File: src/afcd_pkg.sv
`default_nettype none
package afcd_pkg;

    localparam int unsigned ADDR_W = 40;
    localparam int unsigned COUNT_W = 9;

    localparam logic [ADDR_W-1:0] ADDR_RESET = 40'h3030303030;
    localparam logic [7:0] BROADCAST_CHAR = 8'h39;
    localparam logic [6:0] CMD_FIRST = 7'h40;
    localparam logic [6:0] CMD_LAST = 7'h45;
    localparam logic [COUNT_W-1:0] PAYLOAD_START = 9'd15;
    localparam logic [COUNT_W-1:0] COUNT_MAX = 9'd511;
    localparam logic [COUNT_W-1:0] POS_CMD_HI = 9'd11;
    localparam logic [COUNT_W-1:0] POS_CMD_LO = 9'd12;
    localparam logic [COUNT_W-1:0] POS_LEN_HI = 9'd13;
    localparam logic [COUNT_W-1:0] POS_LEN_LO = 9'd14;
    localparam logic [COUNT_W-1:0] POS_ADDR_FIRST = 9'd1;
    localparam logic [COUNT_W-1:0] POS_ADDR_LAST = 9'd10;
    localparam logic [COUNT_W:0] MIN_FRAME = 10'd18;

    localparam logic CFG_ADDR_HIGH = 1'b0;
    localparam logic CFG_ADDR_LOW = 1'b1;

    localparam logic KIND_PAYLOAD = 1'b0;
    localparam logic KIND_VERDICT = 1'b1;

    localparam logic [2:0] ST_DISPATCH = 3'd0;
    localparam logic [2:0] ST_CHECK_ERR = 3'd1;
    localparam logic [2:0] ST_ADDR_MISMATCH = 3'd2;
    localparam logic [2:0] ST_UNKNOWN_CMD = 3'd3;
    localparam logic [2:0] ST_SHORT = 3'd4;

    localparam logic [2:0] NO_HANDLER = 3'd6;

    typedef struct packed {
        logic [7:0] rx_byte;
        logic       frame_end;
    } in_word_t;

    typedef struct packed {
        logic       result_kind;
        logic [7:0] payload_byte;
        logic [2:0] status;
        logic [6:0] command_code;
        logic       is_response;
        logic [2:0] handler_index;
        logic [7:0] payload_length;
        logic       broadcast_addr;
    } result_t;

    typedef struct packed {
        logic       err;
        logic [3:0] val;
    } hex_t;

    function automatic hex_t hex_digit(input logic [7:0] c);
        hex_t h;
        h.err = 1'b0;
        h.val = 4'd0;
        if (c inside {[8'h30:8'h39]})
        begin
            h.val = c[3:0];
        end
        else if (c inside {[8'h41:8'h46], [8'h61:8'h66]})
        begin
            h.val = c[3:0] + 4'd9;
        end
        else
        begin
            h.err = 1'b1;
        end
        return h;
    endfunction

endpackage
`default_nettype wire

File: src/afcd_stream_if.sv
`default_nettype none
interface afcd_stream_if #(
    parameter type payload_t = logic
);
    logic     valid;
    logic     ready;
    payload_t data;

    modport source (output valid, output data, input ready);
    modport sink (input valid, input data, output ready);
endinterface
`default_nettype wire

File: src/afcd_frame.sv
`default_nettype none
module afcd_frame (
    input  wire logic                            clk,
    input  wire logic                            rst_n,
    input  wire logic                            accept,
    input  wire logic [7:0]                      rx_byte,
    input  wire logic                            frame_end,
    input  wire logic [afcd_pkg::ADDR_W-1:0]     own_address_high,
    input  wire logic [afcd_pkg::ADDR_W-1:0]     own_address_low,
    output logic                                 has_result,
    output afcd_pkg::result_t                    result
);

    logic [afcd_pkg::COUNT_W-1:0] count_reg, count_next;
    logic [7:0]  xor_reg, xor_next;
    logic [15:0] recent_reg, recent_next;
    logic        own_match_reg, own_match_next;
    logic        bcast_reg, bcast_next;
    logic [7:0]  ctrl_reg, ctrl_next;
    logic [7:0]  len_reg, len_next;
    logic [7:0]  chk_reg, chk_next;
    logic        herr_reg, herr_next;

    logic [2*afcd_pkg::ADDR_W-1:0] addr_all;
    logic [3:0]  addr_sel;
    logic [7:0]  own_char;
    logic [afcd_pkg::COUNT_W-1:0] chk_pos;
    logic [afcd_pkg::COUNT_W-1:0] chk_pos1;
    afcd_pkg::hex_t hx;
    logic [afcd_pkg::COUNT_W:0] total;
    logic [afcd_pkg::COUNT_W:0] need;
    logic [7:0]  xr;
    logic [6:0]  cmd;
    logic [2:0]  status;
    logic [2:0]  handler;
    logic        in_payload;

    assign addr_all = {own_address_high, own_address_low};
    assign addr_sel = 4'd10 - count_reg[3:0];
    assign own_char = addr_all[{addr_sel, 3'b000} +: 8];
    assign chk_pos = afcd_pkg::PAYLOAD_START + {1'b0, len_reg};
    assign chk_pos1 = chk_pos + 9'd1;
    assign hx = afcd_pkg::hex_digit(rx_byte);

    always_comb
    begin
        own_match_next = own_match_reg;
        bcast_next = bcast_reg;
        ctrl_next = ctrl_reg;
        len_next = len_reg;
        chk_next = chk_reg;
        herr_next = herr_reg;
        if (count_reg >= afcd_pkg::POS_ADDR_FIRST && count_reg <= afcd_pkg::POS_ADDR_LAST)
        begin
            if (rx_byte != own_char)
            begin
                own_match_next = 1'b0;
            end
            if (rx_byte != afcd_pkg::BROADCAST_CHAR)
            begin
                bcast_next = 1'b0;
            end
        end
        else if (count_reg == afcd_pkg::POS_CMD_HI)
        begin
            ctrl_next = {hx.val, 4'd0};
            herr_next = herr_reg | hx.err;
        end
        else if (count_reg == afcd_pkg::POS_CMD_LO)
        begin
            ctrl_next = {ctrl_reg[7:4], hx.val};
            herr_next = herr_reg | hx.err;
        end
        else if (count_reg == afcd_pkg::POS_LEN_HI)
        begin
            len_next = {hx.val, 4'd0};
            herr_next = herr_reg | hx.err;
        end
        else if (count_reg == afcd_pkg::POS_LEN_LO)
        begin
            len_next = {len_reg[7:4], hx.val};
            herr_next = herr_reg | hx.err;
        end
        else if (count_reg == chk_pos)
        begin
            chk_next = {hx.val, 4'd0};
            herr_next = herr_reg | hx.err;
        end
        else if (count_reg == chk_pos1)
        begin
            chk_next = {chk_reg[7:4], hx.val};
            herr_next = herr_reg | hx.err;
        end
    end

    assign total = {1'b0, count_reg} + 10'd1;
    assign need = afcd_pkg::MIN_FRAME + {2'b00, len_next};
    assign xr = xor_reg ^ recent_reg[7:0] ^ recent_reg[15:8];
    assign cmd = ctrl_next[6:0];
    assign in_payload = (count_reg >= afcd_pkg::PAYLOAD_START) && (count_reg < chk_pos);

    always_comb
    begin
        handler = afcd_pkg::NO_HANDLER;
        if (total < need)
        begin
            status = afcd_pkg::ST_SHORT;
        end
        else if (herr_next || xr != chk_next)
        begin
            status = afcd_pkg::ST_CHECK_ERR;
        end
        else if (!own_match_next && !bcast_next)
        begin
            status = afcd_pkg::ST_ADDR_MISMATCH;
        end
        else if (cmd >= afcd_pkg::CMD_FIRST && cmd <= afcd_pkg::CMD_LAST)
        begin
            status = afcd_pkg::ST_DISPATCH;
            handler = cmd[2:0];
        end
        else
        begin
            status = afcd_pkg::ST_UNKNOWN_CMD;
        end
    end

    always_comb
    begin
        result = '0;
        if (frame_end)
        begin
            has_result = 1'b1;
            result.result_kind = afcd_pkg::KIND_VERDICT;
            result.status = status;
            result.command_code = cmd;
            result.is_response = ctrl_next[7];
            result.handler_index = handler;
            result.payload_length = len_next;
            result.broadcast_addr = bcast_next;
        end
        else
        begin
            has_result = in_payload;
            result.result_kind = afcd_pkg::KIND_PAYLOAD;
            result.payload_byte = rx_byte;
        end
    end

    always_comb
    begin
        if (frame_end)
        begin
            count_next = '0;
            xor_next = '0;
            recent_next = '0;
        end
        else
        begin
            count_next = (count_reg < afcd_pkg::COUNT_MAX) ? count_reg + 9'd1 : count_reg;
            xor_next = xor_reg ^ rx_byte;
            recent_next = {recent_reg[7:0], rx_byte};
        end
    end

    always_ff @(posedge clk or negedge rst_n)
    begin
        if (!rst_n)
        begin
            count_reg <= '0;
            xor_reg <= '0;
            recent_reg <= '0;
            own_match_reg <= 1'b1;
            bcast_reg <= 1'b1;
            ctrl_reg <= '0;
            len_reg <= '0;
            chk_reg <= '0;
            herr_reg <= 1'b0;
        end
        else if (accept)
        begin
            count_reg <= count_next;
            xor_reg <= xor_next;
            recent_reg <= recent_next;
            if (frame_end)
            begin
                own_match_reg <= 1'b1;
                bcast_reg <= 1'b1;
                ctrl_reg <= '0;
                len_reg <= '0;
                chk_reg <= '0;
                herr_reg <= 1'b0;
            end
            else
            begin
                own_match_reg <= own_match_next;
                bcast_reg <= bcast_next;
                ctrl_reg <= ctrl_next;
                len_reg <= len_next;
                chk_reg <= chk_next;
                herr_reg <= herr_next;
            end
        end
    end

endmodule
`default_nettype wire

File: src/ascii_frame_checker_dispatcher.sv
`default_nettype none
// Frame checker and command dispatcher for an ASCII link.
// frame: one received byte per word, with frame_end on the last byte of a frame.
// result: one word per payload byte (result_kind 0) and one verdict word
//   (result_kind 1) on the last byte; other bytes give no word.
// cfg_we/cfg_index/cfg_data: write own_address_high (index 0) or
//   own_address_low (index 1); write only while no frame is in progress.
// Throughput: one byte per cycle with no gaps between frames, unless stalled.
// Output: a result word is valid in the cycle after its byte is accepted
//   unless an earlier word still waits in the output register; the whole check
//   and decode of a byte is combinational, ahead of the output register.
// Stall: a two-word output stage (output register plus skid register) keeps
//   frame.ready high while one result waits; frame.ready drops only when both
//   are full and stays low until the receiver takes a word.
// Reset: all frame state is cleared, both address registers read "00000",
//   and no result word is valid.
module ascii_frame_checker_dispatcher (
    input  wire logic                        clk,
    input  wire logic                        rst_n,
    afcd_stream_if.sink                      frame,
    afcd_stream_if.source                    result,
    input  wire logic                        cfg_we,
    input  wire logic                        cfg_index,
    input  wire logic [afcd_pkg::ADDR_W-1:0] cfg_data
);

    logic [afcd_pkg::ADDR_W-1:0] addr_high_reg;
    logic [afcd_pkg::ADDR_W-1:0] addr_low_reg;

    logic              accept;
    logic              has_result;
    afcd_pkg::in_word_t in_word;
    afcd_pkg::result_t new_result;
    afcd_pkg::result_t out_reg;
    afcd_pkg::result_t skid_reg;
    logic              out_valid_reg;
    logic              skid_valid_reg;
    logic              push;
    logic              out_fire;

    assign in_word = frame.data;
    assign frame.ready = !skid_valid_reg;
    assign accept = frame.valid && !skid_valid_reg;
    assign push = accept && has_result;
    assign out_fire = out_valid_reg && result.ready;

    assign result.valid = out_valid_reg;
    assign result.data = out_reg;

    always_ff @(posedge clk or negedge rst_n)
    begin
        if (!rst_n)
        begin
            addr_high_reg <= afcd_pkg::ADDR_RESET;
            addr_low_reg <= afcd_pkg::ADDR_RESET;
        end
        else if (cfg_we)
        begin
            if (cfg_index == afcd_pkg::CFG_ADDR_HIGH)
            begin
                addr_high_reg <= cfg_data;
            end
            else
            begin
                addr_low_reg <= cfg_data;
            end
        end
    end

    afcd_frame u_frame (
        .clk              (clk),
        .rst_n            (rst_n),
        .accept           (accept),
        .rx_byte          (in_word.rx_byte),
        .frame_end        (in_word.frame_end),
        .own_address_high (addr_high_reg),
        .own_address_low  (addr_low_reg),
        .has_result       (has_result),
        .result           (new_result)
    );

    always_ff @(posedge clk or negedge rst_n)
    begin
        if (!rst_n)
        begin
            out_valid_reg <= 1'b0;
            skid_valid_reg <= 1'b0;
        end
        else if (skid_valid_reg)
        begin
            if (out_fire)
            begin
                skid_valid_reg <= 1'b0;
            end
        end
        else if (push)
        begin
            if (out_valid_reg && !out_fire)
            begin
                skid_valid_reg <= 1'b1;
            end
            else
            begin
                out_valid_reg <= 1'b1;
            end
        end
        else if (out_fire)
        begin
            out_valid_reg <= 1'b0;
        end
    end

    always_ff @(posedge clk)
    begin
        if (skid_valid_reg)
        begin
            if (out_fire)
            begin
                out_reg <= skid_reg;
            end
        end
        else if (push)
        begin
            if (out_valid_reg && !out_fire)
            begin
                skid_reg <= new_result;
            end
            else
            begin
                out_reg <= new_result;
            end
        end
    end

endmodule
`default_nettype wire

File: src/flat_wrapper.sv
// flat-port wrapper written by rule: the top's interface ports become plain ports
module ascii_frame_checker_dispatcher_flat 
  (clk, rst_n, cfg_we, cfg_index, cfg_data, frame_valid, frame_data, frame_ready, result_valid, result_data, result_ready);
  afcd_stream_if frame_i ();
  afcd_stream_if result_i ();
  input  wire logic clk;
  input  wire logic rst_n;
  input  wire logic cfg_we;
  input  wire logic cfg_index;
  input  wire logic [afcd_pkg::ADDR_W-1:0] cfg_data;
  input wire logic [$bits(frame_i.valid)-1:0] frame_valid;
  input wire logic [$bits(frame_i.data)-1:0] frame_data;
  output wire logic [$bits(frame_i.ready)-1:0] frame_ready;
  output wire logic [$bits(result_i.valid)-1:0] result_valid;
  output wire logic [$bits(result_i.data)-1:0] result_data;
  input wire logic [$bits(result_i.ready)-1:0] result_ready;
  assign frame_i.valid = frame_valid;
  assign frame_i.data = frame_data;
  assign frame_ready = frame_i.ready;
  assign result_valid = result_i.valid;
  assign result_data = result_i.data;
  assign result_i.ready = result_ready;
  ascii_frame_checker_dispatcher u_core (.clk(clk), .rst_n(rst_n), .frame(frame_i), .result(result_i), .cfg_we(cfg_we), .cfg_index(cfg_index), .cfg_data(cfg_data));
endmodule
File: config.mk
export PLATFORM = sky130hd
export DESIGN_NAME = ascii_frame_checker_dispatcher_flat
export DESIGN_NICKNAME = d
export VERILOG_FILES = /design/src/afcd_pkg.sv /design/src/afcd_stream_if.sv /design/src/afcd_frame.sv /design/src/ascii_frame_checker_dispatcher.sv /design/src/flat_wrapper.sv
export SDC_FILE = /design/constraint.sdc
export NUM_CORES = 1
export LEC_CHECK = 0
export BUFFER_PORTS_ARGS = -buffer_cell sky130_fd_sc_hd__clkbuf_2
export CORE_ASPECT_RATIO = 1.1
export CORE_MARGIN = 2
export CORE_UTILIZATION = 50
export CTS_CLUSTER_SIZE = 25
export DETAILED_ROUTE_END_ITERATION = 16
export GPL_ROUTABILITY_DRIVEN = 0
export PLACE_DENSITY = 0.88
export SYNTH_ARGS = -nofsm -noshare
export SYNTH_HDL_FRONTEND = slang
export SYNTH_SLANG_ARGS = --single-unit
File: constraint.sdc
create_clock -name clk -period 3.3 [get_ports clk]
set_input_delay 0.99 -clock clk [delete_from_list [all_inputs] [get_ports clk]]
set_output_delay 0.99 -clock clk [all_outputs]
set_load 0.05 [all_outputs]
## Yosys cells after proc, flatten, opt, wreduce, memory -nomap -nowiden

Cells that the tools add are included.

| storage, ports and cells | value |
|---|---|
| word-level logic and storage cells | 120 |
| output and inout port bits | 3 |
| bits in registers | 136 |
| input port bits | 47 |

| operators by class | value |
|---|---|
| shift operators | 1 |
| equal/unequal tests | 10 |
| mux-type cells | 55 |
| bitwise operators | 3 |
| add/subtract/negate cells | 6 |
| magnitude comparators | 8 |
| reductions and logical operators | 23 |

Operator list:

| kind | number |
|---|---|
| 2-to-1 mux 8 bit | 15 |
| indexed part select 80 x 8 -> 8 bit | 1 |
| equality test 9 x 4 -> 1 bit, second input constant | 4 |
| 2-to-1 mux 1 bit | 25 |
| 2-to-1 mux 23 bit | 1 |
| adder 9 x 1 -> 9 bit, second input constant | 2 |
| equality test 9 bit | 2 |
| 2-to-1 mux 9 bit | 2 |
| 2-to-1 mux 16 bit | 1 |
| 2-to-1 mux 3 bit | 5 |
| 2-to-1 mux 4 bit | 3 |
| adder 9 x 1 -> 10 bit, second input constant | 1 |
| < comparator 10 x 9 -> 1 bit | 1 |
| adder 4 x 8 -> 9 bit, first input constant | 1 |
| adder 5 x 8 -> 9 bit, first input constant | 1 |
| greater-or-equal comparator 9 x 1 -> 1 bit, second input constant | 1 |
| greater-or-equal comparator 9 x 4 -> 1 bit, second input constant | 1 |
| <= comparator 9 x 4 -> 1 bit, second input constant | 1 |
| < comparator 9 bit | 1 |
| < comparator 9 bit, second input constant | 1 |
| AND reduction 3 bit | 3 |
| logical AND 1 bit | 8 |
| != test 8 bit | 1 |
| nonzero test 8 bit | 1 |
| other kinds (12) | 23 |

## Depth between registers and ports, before layout

| logic depth | value |
|---|---|
| word-level depth | 18 |
| depth in mapped cells | 10 |
| mapped depth without buffers | 10 |

## By module

From an unflattened synthesis, not the netlist that was laid out.

| second synthesis, totals | value |
|---|---|
| cells, all modules | 816 |
| area total of the unflattened synthesis | 8,853.5 sq um |

By module, submodules not included:

| module | area each (sq um) | times used | sequential area each (sq um) | cells an instance |
|---|---|---|---|---|
| afcd_frame | 5,490.3 | 1 | 1,503.9 | 628 |
| ascii_frame_checker_dispatcher | 3,363.2 | 1 | 2,137.0 | 188 |

## Least setup slack after synthesis

No wires, ideal clock.

| timing path | value |
|---|---|
| path type | reg2reg |
| from | reg u_core.u_frame.len_reg[0] |
| to | reg u_core.out_reg (netlist bit u_core.result.data) (enable) |
| cell stages (with the launch flop) | 11 |
| arrival time | 2.143 ns |
| period minus slack after synthesis | 2.454 ns |
| library setup time | 0.311 ns |
| buffers on the path | 0 |
| setup slack | 0.846 ns |
| data required time | 2.989 ns |
| cell sequence | dfrtp_1 inv_1 ha_1 nand2_1 nand3_1 xor2_1 ha_1 a21oi_1 o2111ai_1 or4_1 a21boi_0 |

| on the way | value |
|---|---|
| cells in the longest elaborated chain, start to end | 7 |

Ends and longest elaborated chain:

| item | line | text |
|---|---|---|
| start, declared | afcd_frame.sv:20 | `logic [7:0] len_reg, len_next;` |
| start signal, assigned | afcd_frame.sv:199 | `len_reg <= len_next;` |
| adder 4 x 8 -> 9 bit | afcd_frame.sv:41 | `assign chk_pos = afcd_pkg::PAYLOAD_START + {1'b0, len_reg};` |
| < comparator 9 bit | afcd_frame.sv:100 | `assign in_payload = (count_reg >= afcd_pkg::PAYLOAD_START) && (count_reg < chk_pos);` |
| logical AND 1 bit | afcd_frame.sv:100 |  |
| 2-to-1 mux 1 bit | afcd_frame.sv:131 | `if (frame_end)` |
| logical AND 1 bit | ascii_frame_checker_dispatcher.sv:44 | `assign push = accept && has_result;` |
| nonzero test 2 bit (no source line) | n/a |  |
| AND reduction 3 bit (no source line) | n/a |  |
| end signal, assigned | ascii_frame_checker_dispatcher.sv:119 | `out_reg <= skid_reg;` |
| end signal, assigned | ascii_frame_checker_dispatcher.sv:130 | `out_reg <= new_result;` |
| end, declared | ascii_frame_checker_dispatcher.sv:34 | `afcd_pkg::result_t out_reg;` |

No other way between the ends.
A chain may end at the register's enable or synchronous reset.

## Worst setup path after layout

Ends and elaborated chain as after synthesis.

==> metrics.txt <==
CTS tree=done; Final period util=81.7%; DRT antenna net count=0; Final nets=222; placed cell count=190; Overflow after GRT=0; clock skew=0.00623 ns; Avg Cell Area, Syn=9.27 um^2; met2 usage=31.5%; Critical Path End Type=flop; WP data arrival=2.73 ns; Hold Path Class=flop to flop; Synth area leaders=dfrtp_1 34%, ha_1 11%, edfxtp_1 4.2%, nand2_1 4.0%, a21oi_1 3.2%; IO buf count=7; vias per cell=5.86; synthesis-to-finish area growth=7.33%; routed len/inst=14.2 um; layout cells sized above 1=9.32%; unrepaired setup endpoints after global routing=false; max reg flops=9; Hold Startpoint=u_core.u_frame.len_reg[1]; Setup Viol. Count Final=0; CTS Buf Count=3; Crit Path Max Fanout=4; # DRC=0; clk slew on worst S/H paths=0.13 ns; fin area=1520 um^2; number of global-route vias before repair=1070; final non-filler cell total=194; Die X=54.8 um; reg2reg setup slack=0.60 ns; n_diodes=0; Top Ports=50; cell taking the most area after synthesis=dfrtp_1; CP required=3.33 ns; initial antenna violation count=0; final hold vios=0; core region area=2730 um^2; largest net degree at the start of global routing=21; hold buffer count at cts=0; CTS sink count=22; critical path launch point type=flop; PostCTS Resize Cnt=0; r2r startpoint=u_core.u_frame.len_reg[0]; number of synthesized flops with an enable pin=2; share of Yosys cell area claimed by the top area cell type=33.5%; status=finished clean; Yosys warnings=0; Cells after Synth=153; Worst Hold End=u_core.u_frame.len_reg[1]; Total GRT Usage=19.4%; VDD IR max=373 uV; post-synthesis sequential area ratio=39.6%; syn_nets=213; slew margin rel.=66.6%; Initial Utilization=52.0%; cell area after synthesis=1420 um^2; Vias=1137; die height=59.8 um; hold slack=0.538 ns; synthesized flop and latch total=22; FF-to-FF End=u_core.result.data; met3 Use GR=3.50%; H-Tree Depth=1; grt peak-use layer=met2; PD cells=471 nW/um^2; f_max=371 MHz; Crit Path Category=flop to flop; met1 Use GR=24.7%; clock buffer depth=2; worst slew pin tran=0.501 ns; CTS root buffer=clkbuf_4; total iterations of the first detailed-routing run=4; final setup TNS=0 ns; Post-DP Area=1490 um^2; DIE AREA=3280 um^2; top_reg_cell synth=dfrtp_1; hpwl dp=2100 um; Final Critical Period=2.70 ns; first-pass GRT wire length=4670 um; Slew Limit Fails=0; total length of routed wires=2750 um; ys async rst share=90.9%; Pleak=0.715 nW; Setup Fix Bufs, Post-CTS=0; Worst Hold Path Cells=1; reg2reg path depth=10; cell row count=20; maxcap violations=0; 1st-iter DRT viols=38; synth unique cells=40; Skew-Pair Late Insertion Delay=0.31 ns
## layout by cell type, fill, tap and decap left out, drive strengths merged, types with 4 or more instances in the layout
cell type	instances
nand2	15
and2	6
a21oi	9
inv	10
clkbuf	11
nor2b	6
nor2	8
xor2	5
ha	13
xnor2	4
nand3	8
o21ai	6
o2111ai	4
dfrtp	19
## kinds of logic after synthesis
family | Yosys count | share of synthesized area, %
xor+xnor | 9 | 5.56
compound gates | 32 | 14.9
fa+ha+maj | 13 | 11.5
buf+inv | 14 | 3.80
simple gates | 60 | 22.4
flops | 22 | 39.6
mux | 3 | 2.21
## worst max-delay path, stage by stage, from the launching register on
cell	delay, ns
dfrtp_1	0.40
inv_1	0.08
ha_1	0.21
nand2_1	0.13
nand3_1	0.10
xor2_1	0.15
ha_1	0.29
a21oi_1	0.14
o2111ai_1	0.11
or4_1	0.57
a21boi_0	0.23
## metrics by stage
step	setup slack (ns)	util [%]	power (mW)
3_3_place_gp	0.676	54.4	0.554
2_1_floorplan	0.846	-	0.514
5_1_grt	0.456	55.8	0.766
6_report	0.604	55.8	0.716
3_5_place_dp	0.611	54.4	0.570
4_1_cts	0.588	55.8	0.720
## cell usage after synthesis, types with 2 or more instances
master	n
a21oi_1	9
a31oi_1	3
and2_1	6
and3_1	2
clkbuf_1	3
dfrtp_1	19
edfxtp_1	2
ha_1	13
inv_1	10
mux2i_1	2
nand2_1	15
nand2b_1	3
nand3_1	8
nand4_1	2
nor2_1	8
nor2b_1	6
nor3_1	2
nor4_1	2
o2111ai_1	4
o21ai_0	6
or4_1	2
xnor2_1	4
xor2_1	5
## metal layers
metal,share of wire (%),up-vias
met2,48,26
li1,-,565
met1,46,539
met3,3.8,7
met4,1.7,0
met5,0,-
## worst max-delay path by stage
stage                                    startpoint                 end  slack, ns  cells past startpoint
after CTS                 u_core.u_frame.len_reg[0]  u_core.result.data       0.59                     10
final                     u_core.u_frame.len_reg[0]  u_core.result.data       0.60                     10
after global placement    u_core.u_frame.len_reg[0]  u_core.result.data       0.68                     10
after floorplan           u_core.u_frame.len_reg[0]  u_core.result.data       0.85                     10
after global routing      u_core.u_frame.len_reg[0]  u_core.result.data       0.46                     10
after detailed placement  u_core.u_frame.len_reg[0]  u_core.result.data       0.61                     10
## cell type report
class / count / area [um^2]
multi-input cells: 117 / 802
clock buffers: 4 / 36.3
flip-flops and latches: 22 / 562
inverters: 10 / 37.5
fillers: 233 / 1210
well taps: 33 / 41.3
repair buffers: 8 / 42.5
## report_power, final
group / internal, mW / total, mW / leakage (nW) / switching, mW
clock: 0.0675 / 0.152 / 0.0210 / 0.0849
sequential: 0.310 / 0.360 / 0.290 / 0.0498
combinational: 0.0767 / 0.204 / 0.404 / 0.127
No activity file was read; power rests on OpenSTA's default activity.
